**config.mk**
```make
export PLATFORM = sky130hd
export DESIGN_NAME = encoder_angle_reverse_lookup_flat
export DESIGN_NICKNAME = d
export VERILOG_FILES = /design/src/rtl/core/ear_pkg.sv /design/src/rtl/core/ear_in_if.sv /design/src/rtl/core/ear_out_if.sv /design/src/rtl/core/ear_div.sv /design/src/rtl/core/ear_seq.sv /design/src/rtl/core/encoder_angle_reverse_lookup.sv /design/src/flat_wrapper.sv
export SDC_FILE = /design/constraint.sdc
export NUM_CORES = 2
export LEC_CHECK = 0
export BUFFER_PORTS_ARGS = -buffer_cell sky130_fd_sc_hd__buf_2
export CORE_MARGIN = 2
export CORE_UTILIZATION = 50
export CTS_CLUSTER_SIZE = 24
export DETAILED_ROUTE_END_ITERATION = 12
export PLACE_DENSITY = 0.65
export SYNTH_ARGS = -nofsm -noshare
export SYNTH_HDL_FRONTEND = slang
export SYNTH_HIERARCHICAL = 1
export SYNTH_SLANG_ARGS = --single-unit
```
**constraint.sdc**
```tcl
create_clock -name clk -period 7.45 [get_ports clk]
set_clock_uncertainty 0.1 [all_clocks]
set_input_delay 1.8625 -clock clk [delete_from_list [all_inputs] [get_ports clk]]
set_output_delay 1.8625 -clock clk [all_outputs]
set_load 0.005 [all_outputs]
```
**src/rtl/core/ear_pkg.sv**
```systemverilog
// ----------------------------------------------------------------------------
// ear_pkg: shared types and constants for the encoder angle reverse lookup
// Holds field widths, item opcodes, the control word and status layouts and
// the microcode ROM that drives the lookup datapath.
// ----------------------------------------------------------------------------
`timescale 1ns / 1ps

package ear_pkg;

  localparam int ANGLE_W               = 16;
  localparam int ENTRY_INDEX_W         = 6;
  localparam int DEFAULT_TABLE_ENTRIES = 64;
  localparam int DEFAULT_SEARCH_LIMIT  = 20;

  typedef enum logic {
    OP_LOOKUP = 1'b0,
    OP_WRITE  = 1'b1
  } op_t;

  typedef enum logic [3:0] {
    STEP_IDLE    = 4'd0,
    STEP_GUESS   = 4'd1,
    STEP_RDCUR   = 4'd2,
    STEP_CHKLIM  = 4'd3,
    STEP_CHKLO   = 4'd4,
    STEP_RDNXT   = 4'd5,
    STEP_CHKHI   = 4'd6,
    STEP_RIGHT   = 4'd7,
    STEP_LEFT    = 4'd8,
    STEP_BAIL    = 4'd9,
    STEP_MUL     = 4'd10,
    STEP_DIV     = 4'd11,
    STEP_DIVWAIT = 4'd12,
    STEP_SUM     = 4'd13,
    STEP_EMIT    = 4'd14
  } step_t;

  typedef enum logic [2:0] {
    COND_ALWAYS   = 3'd0,
    COND_NO_START = 3'd1,
    COND_AT_LIMIT = 3'd2,
    COND_BELOW    = 3'd3,
    COND_BRACKET  = 3'd4,
    COND_DIV_BUSY = 3'd5,
    COND_OUT_BUSY = 3'd6
  } cond_t;

  typedef enum logic [1:0] {
    RD_ZERO = 2'd0,
    RD_CUR  = 2'd1,
    RD_NXT  = 2'd2
  } rd_sel_t;

  typedef struct packed {
    cond_t   cond;
    step_t   jmp;
    step_t   nxt;
    logic    in_ready;
    logic    rd_en;
    rd_sel_t rd_sel;
    logic    ld_guess;
    logic    ld_x1;
    logic    ld_x2;
    logic    step_r;
    logic    step_l;
    logic    ld_prod;
    logic    div_start;
    logic    ld_match;
    logic    ld_bail;
    logic    emit;
  } uword_t;

  typedef struct packed {
    logic start;
    logic at_limit;
    logic below;
    logic bracket;
    logic div_busy;
    logic out_busy;
  } status_t;

  function automatic uword_t ucode_rom(step_t s);
    uword_t w;
    w        = '0;
    w.cond   = COND_ALWAYS;
    w.rd_sel = RD_ZERO;
    unique case (s)
      STEP_IDLE: begin
        w.in_ready = 1'b1;
        w.rd_en    = 1'b1;
        w.rd_sel   = RD_ZERO;
        w.cond     = COND_NO_START;
        w.jmp      = STEP_IDLE;
        w.nxt      = STEP_GUESS;
      end
      STEP_GUESS: begin
        w.ld_guess = 1'b1;
        w.jmp      = STEP_RDCUR;
        w.nxt      = STEP_RDCUR;
      end
      STEP_RDCUR: begin
        w.rd_en  = 1'b1;
        w.rd_sel = RD_CUR;
        w.jmp    = STEP_CHKLIM;
        w.nxt    = STEP_CHKLIM;
      end
      STEP_CHKLIM: begin
        w.ld_x1 = 1'b1;
        w.cond  = COND_AT_LIMIT;
        w.jmp   = STEP_BAIL;
        w.nxt   = STEP_CHKLO;
      end
      STEP_CHKLO: begin
        w.cond = COND_BELOW;
        w.jmp  = STEP_LEFT;
        w.nxt  = STEP_RDNXT;
      end
      STEP_RDNXT: begin
        w.rd_en  = 1'b1;
        w.rd_sel = RD_NXT;
        w.jmp    = STEP_CHKHI;
        w.nxt    = STEP_CHKHI;
      end
      STEP_CHKHI: begin
        w.ld_x2 = 1'b1;
        w.cond  = COND_BRACKET;
        w.jmp   = STEP_MUL;
        w.nxt   = STEP_RIGHT;
      end
      STEP_RIGHT: begin
        w.step_r = 1'b1;
        w.jmp    = STEP_CHKLIM;
        w.nxt    = STEP_CHKLIM;
      end
      STEP_LEFT: begin
        w.step_l = 1'b1;
        w.jmp    = STEP_RDCUR;
        w.nxt    = STEP_RDCUR;
      end
      STEP_BAIL: begin
        w.ld_bail = 1'b1;
        w.jmp     = STEP_EMIT;
        w.nxt     = STEP_EMIT;
      end
      STEP_MUL: begin
        w.ld_prod = 1'b1;
        w.jmp     = STEP_DIV;
        w.nxt     = STEP_DIV;
      end
      STEP_DIV: begin
        w.div_start = 1'b1;
        w.jmp       = STEP_DIVWAIT;
        w.nxt       = STEP_DIVWAIT;
      end
      STEP_DIVWAIT: begin
        w.cond = COND_DIV_BUSY;
        w.jmp  = STEP_DIVWAIT;
        w.nxt  = STEP_SUM;
      end
      STEP_SUM: begin
        w.ld_match = 1'b1;
        w.jmp      = STEP_EMIT;
        w.nxt      = STEP_EMIT;
      end
      STEP_EMIT: begin
        w.emit = 1'b1;
        w.cond = COND_OUT_BUSY;
        w.jmp  = STEP_EMIT;
        w.nxt  = STEP_IDLE;
      end
      default: begin
        w.jmp = STEP_IDLE;
        w.nxt = STEP_IDLE;
      end
    endcase
    return w;
  endfunction

endpackage

```
**src/rtl/core/ear_in_if.sv**
```systemverilog
// ----------------------------------------------------------------------------
// ear_in_if: input item channel
// Valid/ready channel carrying table writes and angle lookups.
// ----------------------------------------------------------------------------
`timescale 1ns / 1ps

interface ear_in_if;
  logic                                valid;
  logic                                ready;
  logic                                operation;
  logic [ear_pkg::ENTRY_INDEX_W-1:0]   entry_index;
  logic [ear_pkg::ANGLE_W-1:0]         entry_value;
  logic [ear_pkg::ANGLE_W-1:0]         encoder_angle;

  modport source (
    output valid, operation, entry_index, entry_value, encoder_angle,
    input  ready
  );
  modport sink (
    input  valid, operation, entry_index, entry_value, encoder_angle,
    output ready
  );
endinterface

```
**src/rtl/core/ear_out_if.sv**
```systemverilog
// ----------------------------------------------------------------------------
// ear_out_if: result channel
// Valid/ready channel carrying the corrected angle and match flag.
// ----------------------------------------------------------------------------
`timescale 1ns / 1ps

interface ear_out_if;
  logic                        valid;
  logic                        ready;
  logic [ear_pkg::ANGLE_W-1:0] corrected_angle;
  logic                        matched;

  modport source (
    output valid, corrected_angle, matched,
    input  ready
  );
  modport sink (
    input  valid, corrected_angle, matched,
    output ready
  );
endinterface

```
**src/rtl/core/ear_div.sv**
```systemverilog
// ----------------------------------------------------------------------------
// ear_div: iterative unsigned divider
// Restoring division of a 32-bit dividend by a 16-bit divisor, one quotient
// bit per cycle; the quotient must fit in 16 bits.
// ----------------------------------------------------------------------------
`timescale 1ns / 1ps

module ear_div (
  input  logic                          clk,
  input  logic                          rst_n,
  input  logic                          start,
  input  logic [2*ear_pkg::ANGLE_W-1:0] dividend,
  input  logic [ear_pkg::ANGLE_W-1:0]   divisor,
  output logic                          busy,
  output logic [ear_pkg::ANGLE_W-1:0]   quotient
);
  import ear_pkg::*;

  localparam int CNT_W = $clog2(ANGLE_W + 1);

  logic [ANGLE_W-1:0] rem_r;
  logic [ANGLE_W-1:0] quo_r;
  logic [CNT_W-1:0]   cnt_r;
  logic               busy_r;
  logic [ANGLE_W:0]   trial;
  logic               ge;
  logic [ANGLE_W:0]   diff;

  always_comb begin
    trial = {rem_r, quo_r[ANGLE_W-1]};
    ge    = trial >= {1'b0, divisor};
    diff  = trial - {1'b0, divisor};
  end

  always_ff @(posedge clk) begin
    if (!rst_n) begin
      busy_r <= 1'b0;
      cnt_r  <= '0;
    end else if (start) begin
      busy_r <= 1'b1;
      cnt_r  <= CNT_W'(ANGLE_W);
    end else if (busy_r) begin
      cnt_r <= cnt_r - 1'b1;
      if (cnt_r == CNT_W'(1)) begin
        busy_r <= 1'b0;
      end
    end
  end

  always_ff @(posedge clk) begin
    if (start) begin
      rem_r <= dividend[2*ANGLE_W-1:ANGLE_W];
      quo_r <= dividend[ANGLE_W-1:0];
    end else if (busy_r) begin
      rem_r <= ge ? diff[ANGLE_W-1:0] : trial[ANGLE_W-1:0];
      quo_r <= {quo_r[ANGLE_W-2:0], ge};
    end
  end

  assign busy     = busy_r;
  assign quotient = quo_r;

endmodule

```
**src/rtl/core/ear_seq.sv**
```systemverilog
// ----------------------------------------------------------------------------
// ear_seq: microcode sequencer
// Step counter over the control ROM; each step selects a condition and
// branches to its jump target when it holds, else to its next step.
// ----------------------------------------------------------------------------
`timescale 1ns / 1ps

module ear_seq (
  input  logic              clk,
  input  logic              rst_n,
  input  ear_pkg::status_t  st,
  output ear_pkg::uword_t   uw
);
  import ear_pkg::*;

  step_t pc_r;
  step_t pc_nxt;
  logic  take;

  always_comb begin
    uw = ucode_rom(pc_r);
    unique case (uw.cond)
      COND_ALWAYS:   take = 1'b1;
      COND_NO_START: take = !st.start;
      COND_AT_LIMIT: take = st.at_limit;
      COND_BELOW:    take = st.below;
      COND_BRACKET:  take = st.bracket;
      COND_DIV_BUSY: take = st.div_busy;
      COND_OUT_BUSY: take = st.out_busy;
      default:       take = 1'b1;
    endcase
    pc_nxt = take ? uw.jmp : uw.nxt;
  end

  always_ff @(posedge clk) begin
    if (!rst_n) begin
      pc_r <= STEP_IDLE;
    end else begin
      pc_r <= pc_nxt;
    end
  end

endmodule

```
**src/rtl/core/encoder_angle_reverse_lookup.sv**
```systemverilog
// ----------------------------------------------------------------------------
// encoder_angle_reverse_lookup: corrected shaft angle from a raw encoder angle
// A write item (operation 1) stores one measured angle into the table and
// gives no result. A lookup item (operation 0) guesses a start entry from
// the angle, walks the table circularly until two neighbors bracket the
// angle, and interpolates between their ideal positions; after SEARCH_LIMIT
// moves without a bracket it returns the entry it stopped on with matched
// low. A lookup reads entry zero and guesses, then moves left or right one
// entry at a time, then multiplies, divides and emits; the next item is not
// taken until the result has entered the output register. The single read
// port of the table serializes the walk and the bit-serial divider sets the
// interpolation time. Inputs are taken only between lookups; a finished result
// waits in the output register while the next item is taken. Entries must be
// written before a lookup reads them.
// ----------------------------------------------------------------------------
`timescale 1ns / 1ps

module encoder_angle_reverse_lookup #(
  parameter int TABLE_ENTRIES = ear_pkg::DEFAULT_TABLE_ENTRIES,
  parameter int SEARCH_LIMIT  = ear_pkg::DEFAULT_SEARCH_LIMIT
) (
  input  logic     clk,
  input  logic     rst_n,
  ear_in_if.sink   in_ch,
  ear_out_if.source out_ch
);
  import ear_pkg::*;

  localparam int IDX_W  = $clog2(TABLE_ENTRIES);
  localparam int ITER_W = $clog2(SEARCH_LIMIT + 1);
  localparam logic [IDX_W-1:0] LAST_IDX = IDX_W'(TABLE_ENTRIES - 1);

  uword_t  uw;
  status_t st;

  logic [ANGLE_W-1:0]   tbl_mem [TABLE_ENTRIES];
  logic [ANGLE_W-1:0]   ideal_pos [TABLE_ENTRIES];

  logic [ANGLE_W-1:0]   x_r;
  logic [ANGLE_W-1:0]   rdata_r;
  logic [ANGLE_W-1:0]   x1_r;
  logic [ANGLE_W-1:0]   x2_r;
  logic [IDX_W-1:0]     cur_r;
  logic [ITER_W-1:0]    iter_r;
  logic [2*ANGLE_W-1:0] prod_r;
  logic [ANGLE_W-1:0]   span_r;
  logic [ANGLE_W-1:0]   res_angle_r;
  logic                 res_match_r;
  logic [ANGLE_W-1:0]   out_angle_r;
  logic                 out_match_r;
  logic                 out_valid_r;

  logic                 accept;
  logic                 wr_en;
  logic [IDX_W-1:0]     wr_addr;
  logic [IDX_W-1:0]     rd_addr;
  logic [IDX_W-1:0]     nxt_idx;
  logic [IDX_W-1:0]     dec_idx;
  logic [ANGLE_W-1:0]   base_diff;
  logic [31:0]          guess_full;
  logic [ANGLE_W-1:0]   below_diff;
  logic [ANGLE_W-1:0]   above;
  logic [ANGLE_W-1:0]   off;
  logic [ANGLE_W-1:0]   rise;
  logic [ANGLE_W-1:0]   span_nxt;
  logic [2*ANGLE_W-1:0] prod_nxt;
  logic                 div_busy;
  logic [ANGLE_W-1:0]   quot;
  logic                 out_busy;

  for (genvar g = 0; g < TABLE_ENTRIES; g++) begin : g_ideal
    localparam logic [31:0] POS = (32'(g) * 32'd65536) / TABLE_ENTRIES;
    assign ideal_pos[g] = POS[ANGLE_W-1:0];
  end

  ear_seq u_seq (
    .clk   (clk),
    .rst_n (rst_n),
    .st    (st),
    .uw    (uw)
  );

  ear_div u_div (
    .clk      (clk),
    .rst_n    (rst_n),
    .start    (uw.div_start),
    .dividend (prod_r),
    .divisor  (span_r),
    .busy     (div_busy),
    .quotient (quot)
  );

  always_comb begin
    accept   = in_ch.valid && uw.in_ready && rst_n;
    wr_en    = accept && (in_ch.operation == OP_WRITE) &&
               (32'(in_ch.entry_index) < 32'(TABLE_ENTRIES));
    wr_addr  = IDX_W'(in_ch.entry_index);
    nxt_idx  = (cur_r == LAST_IDX) ? '0 : cur_r + 1'b1;
    dec_idx  = (cur_r == '0) ? LAST_IDX : cur_r - 1'b1;
    unique case (uw.rd_sel)
      RD_ZERO: rd_addr = '0;
      RD_CUR:  rd_addr = cur_r;
      RD_NXT:  rd_addr = nxt_idx;
      default: rd_addr = '0;
    endcase
    base_diff  = x_r - rdata_r;
    guess_full = (32'(base_diff) * 32'(TABLE_ENTRIES)) >> ANGLE_W;
    below_diff = x_r - x1_r;
    above      = rdata_r - x_r;
    off        = x_r - x1_r;
    rise       = ideal_pos[nxt_idx] - ideal_pos[cur_r];
    span_nxt   = x2_r - x1_r;
    prod_nxt   = 32'(off) * 32'(rise);
    out_busy   = out_valid_r && !out_ch.ready;

    st.start    = accept && (in_ch.operation == OP_LOOKUP);
    st.at_limit = iter_r == ITER_W'(SEARCH_LIMIT);
    st.below    = below_diff[ANGLE_W-1];
    st.bracket  = (above != '0) && !above[ANGLE_W-1];
    st.div_busy = div_busy;
    st.out_busy = out_busy;
  end

  always_ff @(posedge clk) begin
    if (wr_en) begin
      tbl_mem[wr_addr] <= in_ch.entry_value;
    end
    if (uw.rd_en) begin
      rdata_r <= tbl_mem[rd_addr];
    end
  end

  always_ff @(posedge clk) begin
    if (st.start) begin
      x_r <= in_ch.encoder_angle;
    end
    if (uw.ld_guess) begin
      cur_r <= guess_full[IDX_W-1:0];
    end else if (uw.step_r) begin
      cur_r <= nxt_idx;
    end else if (uw.step_l) begin
      cur_r <= dec_idx;
    end
    if (uw.ld_guess) begin
      iter_r <= '0;
    end else if (uw.step_r || uw.step_l) begin
      iter_r <= iter_r + 1'b1;
    end
    if (uw.ld_x1) begin
      x1_r <= rdata_r;
    end
    if (uw.ld_x2) begin
      x2_r <= rdata_r;
    end
    if (uw.ld_prod) begin
      prod_r <= prod_nxt;
      span_r <= span_nxt;
    end
    if (uw.ld_match) begin
      res_angle_r <= (span_r == '0) ? ideal_pos[cur_r] : ideal_pos[cur_r] + quot;
      res_match_r <= 1'b1;
    end else if (uw.ld_bail) begin
      res_angle_r <= x1_r;
      res_match_r <= 1'b0;
    end
    if (uw.emit && !out_busy) begin
      out_angle_r <= res_angle_r;
      out_match_r <= res_match_r;
    end
  end

  always_ff @(posedge clk) begin
    if (!rst_n) begin
      out_valid_r <= 1'b0;
    end else if (uw.emit && !out_busy) begin
      out_valid_r <= 1'b1;
    end else if (out_ch.ready) begin
      out_valid_r <= 1'b0;
    end
  end

  assign in_ch.ready            = uw.in_ready && rst_n;
  assign out_ch.valid           = out_valid_r;
  assign out_ch.corrected_angle = out_angle_r;
  assign out_ch.matched         = out_match_r;

endmodule

```
**src/flat_wrapper.sv**
```systemverilog
// flat-port wrapper written by rule: the top's interface ports become plain ports
module encoder_angle_reverse_lookup_flat import ear_pkg::*;
#(
  parameter int TABLE_ENTRIES = ear_pkg::DEFAULT_TABLE_ENTRIES,
  parameter int SEARCH_LIMIT  = ear_pkg::DEFAULT_SEARCH_LIMIT
)
  (clk, rst_n, in_ch_valid, in_ch_operation, in_ch_entry_index, in_ch_entry_value, in_ch_encoder_angle, in_ch_ready, out_ch_valid, out_ch_corrected_angle, out_ch_matched, out_ch_ready);
  ear_in_if in_ch_i ();
  ear_out_if out_ch_i ();
  input  logic clk;
  input  logic rst_n;
  input wire logic [$bits(in_ch_i.valid)-1:0] in_ch_valid;
  input wire logic [$bits(in_ch_i.operation)-1:0] in_ch_operation;
  input wire logic [$bits(in_ch_i.entry_index)-1:0] in_ch_entry_index;
  input wire logic [$bits(in_ch_i.entry_value)-1:0] in_ch_entry_value;
  input wire logic [$bits(in_ch_i.encoder_angle)-1:0] in_ch_encoder_angle;
  output wire logic [$bits(in_ch_i.ready)-1:0] in_ch_ready;
  output wire logic [$bits(out_ch_i.valid)-1:0] out_ch_valid;
  output wire logic [$bits(out_ch_i.corrected_angle)-1:0] out_ch_corrected_angle;
  output wire logic [$bits(out_ch_i.matched)-1:0] out_ch_matched;
  input wire logic [$bits(out_ch_i.ready)-1:0] out_ch_ready;
  assign in_ch_i.valid = in_ch_valid;
  assign in_ch_i.operation = in_ch_operation;
  assign in_ch_i.entry_index = in_ch_entry_index;
  assign in_ch_i.entry_value = in_ch_entry_value;
  assign in_ch_i.encoder_angle = in_ch_encoder_angle;
  assign in_ch_ready = in_ch_i.ready;
  assign out_ch_valid = out_ch_i.valid;
  assign out_ch_corrected_angle = out_ch_i.corrected_angle;
  assign out_ch_matched = out_ch_i.matched;
  assign out_ch_i.ready = out_ch_ready;
  encoder_angle_reverse_lookup #(.TABLE_ENTRIES(TABLE_ENTRIES), .SEARCH_LIMIT(SEARCH_LIMIT)) u_core (.clk(clk), .rst_n(rst_n), .in_ch(in_ch_i), .out_ch(out_ch_i));
endmodule
```
; Yosys cells after proc, flatten, opt, wreduce, memory -nomap -nowiden
; Memories as Yosys holds them, arrays and structs flattened. A register that Yosys moved wholly into a read port is not among the register bits.
; Index checks and enable logic that the tools add are counted.
[totals]
reg_bits = 184
output_inout_bits = 19
memories = 3
mem_bits_rw = 1024
latchBits = 0
mem_bits_ro = 2048
[memory_table]
columns = name, words, width, read_ports, rd_ports_with_merged_regs, write_ports, line_no
row1 = (no name shown), 64, 16, 1, 0, 0, encoder_angle_reverse_lookup.sv:111  ; rise = ideal_pos[nxt_idx] - ideal_pos[cur_r];
row2 = (no name shown), 64, 16, 1, 0, 0, encoder_angle_reverse_lookup.sv:160  ; res_angle_r <= (span_r == '0) ? ideal_pos[cur_r] : ideal_pos[cur_r] + quot;
row3 = u_core.tbl_mem, 64, 16, 1, 1, 1, encoder_angle_reverse_lookup.sv:36  ; logic [ANGLE_W-1:0] tbl_mem [TABLE_ENTRIES];
[op_classes]
mux = 43
n_shift = 0
reduce_logical = 25
addsub = 11
mul = 1
order_cmp = 3
n_bitwise = 4
div = 0
n_eq_ne = 25
[ops]
columns = cell, count
row1 = two-way mux 16 bit, 12
row2 = one-hot mux 8 bit (12 select lines), 1
row3 = subtractor 16 bit, 6
row4 = multiplier 16 x 16 -> 32 bit, 1
row5 = two-way mux 6 bit, 5
row6 = == test 4 bit (second input constant), 7
row7 = two-way mux 1 bit, 18
row8 = one-hot mux 3 bit (6 select lines), 1
row9 = greater-or-equal comparator 17 x 16 -> 1 bit, 1
row10 = adder 16 bit, 1
row11 = == test 4 x 3 -> 1 bit (second input constant), 4
row12 = logical NOT 16 bit, 1
row13 = nonzero test 16 bit, 1
row14 = greater-or-equal comparator 7 bit (second input constant), 2
row15 = NOT 6 -> 7 bit, 2
row16 = one-hot mux 6 bit (2 select lines), 1
row17 = two-way mux 5 bit, 2
row18 = == test 3 bit (second input constant), 3
row19 = one-hot mux 3 bit (3 select lines), 1
row20 = == test 4 x 2 -> 1 bit (second input constant), 2
row21 = logical AND 1 bit, 8
row22 = OR reduction 2 bit, 4
row23 = adder 6 x 1 -> 6 bit (second input constant), 1
row24 = == test 3 x 2 -> 1 bit (second input constant), 2
row25 = 19 further kinds, 25

; Logic depth before layout (Yosys ltp)
[logic_depth]
depth_word = 8
depth_mapped = 32
ltp_nobuf = 29

; Cells and area by module
; Netlist, hierarchy kept.
[modules_own_cells]
columns = mod, seq_area_each_um2, n_inst, cells_per_inst, area_per_inst_um2
row1 = encoder_angle_reverse_lookup, 35123.7, 1, 3959, 52168.8
row2 = ear_div, 1081.0, 1, 276, 2767.7
row3 = ear_seq, 80.1, 1, 90, 629.4

; Least setup slack after synthesis
; No wires, ideal clock.
[synth_path]
path_kind = register to register
startpoint = register u_core.cur_r[1]
endpoint = register u_core.prod_r[30], data pin
slack_ns = 0.629
stages_incl_launch_ff = 32
arrival_time_ns = 6.463
required_ns = 7.092
cell_sequence = edfxtp_1 > ha_1 > buf_2 > nand3_2 > nand2_1 > inv_1 > ha_1 > inv_1 > o21bai_1 > a21oi_1 > xnor2_1 > clkbuf_1 > nor2_1 > fa_1 > inv_1 > fa_1 > fa_1 > inv_1 > ha_1 > ha_1 > ha_1 > ha_1 > inv_1 > fa_1 > nor2b_1 > o21ai_0 > a21boi_0 > o211ai_1 > nand3_1 > a31o_2 > a21oi_1 > xnor2_1
[synth_between]
elab_chain_len = 8
word_cells_on_any_way = 13
cone_classes = 2 x add/sub / 1 x mul / 1 x eq/ne / 5 x mux / 2 x bitwise / 2 x memory
[synth_rtl]
columns = element, line_no
row1 = start: declaration, encoder_angle_reverse_lookup.sv:43  ; logic [IDX_W-1:0] cur_r;
row2 = start signal: assignment, encoder_angle_reverse_lookup.sv:138  ; cur_r <= guess_full[IDX_W-1:0];
row3 = start signal: assignment, encoder_angle_reverse_lookup.sv:140  ; cur_r <= nxt_idx;
row4 = start signal: assignment, encoder_angle_reverse_lookup.sv:142  ; cur_r <= dec_idx;
row5 = adder 6 x 1 -> 6 bit or == test 6 bit (tied branches), encoder_angle_reverse_lookup.sv:98  ; nxt_idx = (cur_r == LAST_IDX) ? '0 : cur_r + 1'b1;
row6 = two-way mux 6 bit, encoder_angle_reverse_lookup.sv:98
row7 = NOT 6 -> 7 bit (implied by the code), encoder_angle_reverse_lookup.sv:111
row8 = memory read (64 x 16 bit), -
row9 = two-way mux 16 bit (implied by the code) (2 in a row), encoder_angle_reverse_lookup.sv:111
row10 = subtractor 16 bit *, encoder_angle_reverse_lookup.sv:111
row11 = multiplier 16 x 16 -> 32 bit *, encoder_angle_reverse_lookup.sv:113  ; prod_nxt = 32'(off) * 32'(rise);
row12 = named net u_core.prod_nxt[30], encoder_angle_reverse_lookup.sv:66  ; logic [2*ANGLE_W-1:0] prod_nxt;
row13 = end signal: assignment, encoder_angle_reverse_lookup.sv:156  ; prod_r <= prod_nxt;
row14 = end: declaration, encoder_angle_reverse_lookup.sv:45  ; logic [2*ANGLE_W-1:0] prod_r;
; Mark *: on every way through the listed nets, which the timed path passes. The rest lies on a longest branch. The select of a mux whose other input is x is not followed.
; A chain may end at the register's enable or synchronous reset.

; Worst setup path after layout
[layout_path]
startpoint = register u_core.x_r[0]
endpoint = register u_core.prod_r[31], data pin
[layout_between]
elab_chain_len = 2
[layout_rtl]
columns = element, line_no
row1 = start: declaration, encoder_angle_reverse_lookup.sv:39  ; logic [ANGLE_W-1:0] x_r;
row2 = start signal: assignment, encoder_angle_reverse_lookup.sv:135  ; x_r <= in_ch.encoder_angle;
row3 = subtractor 16 bit, encoder_angle_reverse_lookup.sv:110  ; off = x_r - x1_r;
row4 = multiplier 16 x 16 -> 32 bit, encoder_angle_reverse_lookup.sv:113
row5 = named net u_core.prod_nxt[31], encoder_angle_reverse_lookup.sv:66
; The timed path passes the listed nets, and every way through them passes these cells.

==> results.txt <==
Global-route congestion overflow total: 0. The global-route layer with the greatest usage is met2. Across all register-to-register paths, the minimum setup slack is 340 ps.

Net total in the final layout: 4675. The floorplan step defined a core boundary enclosing 0.110 sq mm. Critical hold path startpoint: u_core/res_angle_r[10]. The all-layer global routing usage was 0.270.

For this run, the number of Yosys warnings is 6. Static timing analysis puts the maximum clock frequency at 141 MHz. The die is 337 microns wide.

Detailed placement ended at an HPWL of 93.9 mm. Summing over every cut layer, the via total after detailed routing is 36500. Buffers inserted during clock tree synthesis total 130.

The area of the mapped netlist was 0.0555 sq mm. Clock-pin slew was measured on the worst setup and hold paths at 60 ps. The maximum fanout along the worst path works out to 6.

STA classifies the critical path startpoint as a flop. For the met3 track demand over resource in global routing, the log shows 0.0433. The cell class contributing the biggest share of worst-path delay is adder cells.

The routing usage on met2 came out at 0.444. The final-report max-slew violation count is 0, and the number of port buffers is 61. The logs give 153 mm for the detailed-route wire length and 35300 for the via count of the first global-routing pass. The area overhead of the layout relative to synthesis is 11.4%. 62 I/O pins were placed.

Fill cells in the final layout number 8967. The final count of hold timing violations came out at 0. The share of layout cells above drive strength 1 came out at 0.106. The die covers 0.114 sq mm. The run gives 7490 ps as the data arrival at the endpoint of the critical path.

Measured along the y axis, the die boundary spans 337 microns. The min-delay analysis places its worst path in the category flop to flop. The starting density of the core is 0.503.

The startpoint identified for the worst register-to-register timing path is u_core/x_r[0]. Entering global routing, the biggest net connects 136 pins. The logs give 122 for the count of standard-cell rows and 0.146 for the worst slew margin relative to its limit. Ratio of total power to cell area: 385 mW/mm^2. Counting both buffers and inverters, the worst setup path holds a total of 4. The number of antenna violations at the first check in global routing was 7; the cell count after synthesis was 4315. Routability-driven placement finished with a final weighted congestion of 0.869.

The smallest clock period supported by the final layout is computed as 7110 ps. In this design, the stage delay of the slowest critical-path cell is 550 ps. The final core utilization is 0.560, and the required time of the critical path is 7820 ps. The clock sink total is 1214. The worst setup path is of the flop to flop kind.

The tools report the count of nets left with antenna violations after detail routing as 0. For the cell leakage power, the log shows 20.9 nW. The run finished with clean final reports. The tools report the peak ir drop on the vdd network as 0.000680 V. The transition time at the pin with the least slew margin is 1280 ps. In this design, the critical path's most frequently occurring cell is sky130_fd_sc_hd__ha_1. The tools report the area of the multi-input gates as 0.0176 sq mm. The area taken by flip-flops and latches is 0.0363 sq mm. The critical path endpoint category is a flop. The first detailed-routing pass took 5 iterations.

After detailed routing, the number of remaining DRC violations is 0. At the later pin of the worst-skew pair, clock insertion delay measures 740 ps. The tree is rooted in a sky130_fd_sc_hd__clkbuf_16. The number of setup buffers added after CTS is 0. The final critical-path share of the clock period is 0.955, and the number of setup violations in the final report is 0. Dividing the detail-routed via count by the number of cells gives 6.09. The tools report the number of design-rule violations left by the first detailed-router iteration as 4138. The first global-routing pass estimated 228 mm of wire. After detailed routing, the average wire length per cell comes to 25.6 microns. In this run the mean area of a mapped cell was 12.9 sq um. TritonCTS built the clock tree.

The tools report the number of cells upsized or downsized after cts as 0. The met1 track demand over resource in global routing came out at 0.358. Counting along the longest clock path gives a buffer depth of 3. Across the run, the number of max-cap violations was 0.

The slowest stage of the critical path is the sky130_fd_sc_hd__fa_1 cell. The tools report the timing startpoint of the critical path as u_core/x_r[0]. In this run the number of H-tree levels came out at 4. Total power of the final layout: 23.8 mW. Buffers inserted to repair hold after CTS numbered 0.
-- per-stage QoR --
step	setup slack [ps]	hold WS, ps	cell area [sq um]	cells	setup TNS [ps]
2_1_floorplan	629	300	55500	4324	0
5_1_grt	-27.4	327	61800	5988	-27.4
3_5_place_dp	297	305	57800	5755	0
6_report	338	317	61900	5990	0
4_1_cts	298	318	61800	5987	0
3_3_place_gp	444	300	57800	5755	0
-- sequential cells by signal, indices dropped and copies added, names as in the netlist --
register                       flops
u_core/span_r                     16
u_core/u_div/rem_r                16
u_core/out_ch.corrected_angle     16
u_core/res_match_r                 1
u_core/cur_r                       6
u_core/tbl_mem                  1024
u_core/iter_r                      5
u_core/out_ch.valid                1
u_core/u_div/quotient             16
u_core/x1_r                       16
u_core/rdata_r                    16
u_core/u_seq/pc_r                  4
u_core/u_div/busy                  1
u_core/u_div/cnt_r                 5
u_core/prod_r                     22
u_core/x_r                        16
u_core/x2_r                       16
u_core/out_ch.matched              1
u_core/res_angle_r                16
-- routing by layer --
metal | part of all wire | wire length [microns]
met3 | 0.076 | 11700
met5 | 0.00015 | 23
met4 | 0.039 | 6000
met1 | 0.40 | 61100
met2 | 0.49 | 74300
-- worst register-to-register path, cell delays in order, from the launching register on --
cell,delay [ps]
sky130_fd_sc_hd__edfxtp_1,400
sky130_fd_sc_hd__inv_1,110
sky130_fd_sc_hd__ha_1,180
sky130_fd_sc_hd__inv_1,60
sky130_fd_sc_hd__fa_1,450
sky130_fd_sc_hd__a211oi_1,290
sky130_fd_sc_hd__o21bai_1,160
sky130_fd_sc_hd__a31oi_2,260
sky130_fd_sc_hd__o211ai_1,160
sky130_fd_sc_hd__a31o_2,250
sky130_fd_sc_hd__a21oi_1,220
sky130_fd_sc_hd__xor2_2,290
sky130_fd_sc_hd__nor2_1,120
sky130_fd_sc_hd__fa_1,520
sky130_fd_sc_hd__fa_1,550
sky130_fd_sc_hd__inv_1,50
sky130_fd_sc_hd__fa_1,470
sky130_fd_sc_hd__inv_1,40
sky130_fd_sc_hd__ha_1,270
sky130_fd_sc_hd__ha_1,280
sky130_fd_sc_hd__ha_1,280
sky130_fd_sc_hd__ha_1,220
sky130_fd_sc_hd__or3_1,390
sky130_fd_sc_hd__o221ai_1,260
sky130_fd_sc_hd__o2111a_1,280
sky130_fd_sc_hd__a21oi_1,90
sky130_fd_sc_hd__xnor2_1,130
-- report_power, final --
group	switching (mW)	leakage [nW]	internal, mW
Clock	2.65	1.94	3.46
Sequential	0.113	10.9	8.03
Combinational	5.51	8.06	4.04
-- worst paths after layout --
kind | end | cells past startpoint
worst max-delay path | u_core/prod_r[31] | 26
worst min-delay path | u_core/out_ch.corrected_angle[10] | 0
worst max register to register | u_core/prod_r[31] | 26
worst min register to register | u_core/out_ch.corrected_angle[10] | 0
-- placed cells by master, fill, tap and decap left out, drive strengths merged, types with 27 or more instances in the layout --
cell	n
o311ai	43
nor2	353
xnor2	59
fa	61
nand4	53
nand2	361
xor2	27
clkbuf	172
and3	88
o221ai	45
a22oi	44
ha	172
edfxtp	1197
clkinv	50
inv	162
o211ai	92
a21oi	113
or3	122
a211oi	78
o21ai	152
nand3	191
buf	215
a31oi	74
nor3	224
-- final cells by class --
class                      count  area share
antenna                        3    0.000121
multi-input combinational   2680       0.284
tap                         1488      0.0301
sequential                  1214       0.587
timing repair buffer         215      0.0246
clock buffer                 172      0.0565
inverter                     158     0.00959
clock inverter                60     0.00803
(Power assumes the default switching activity.)
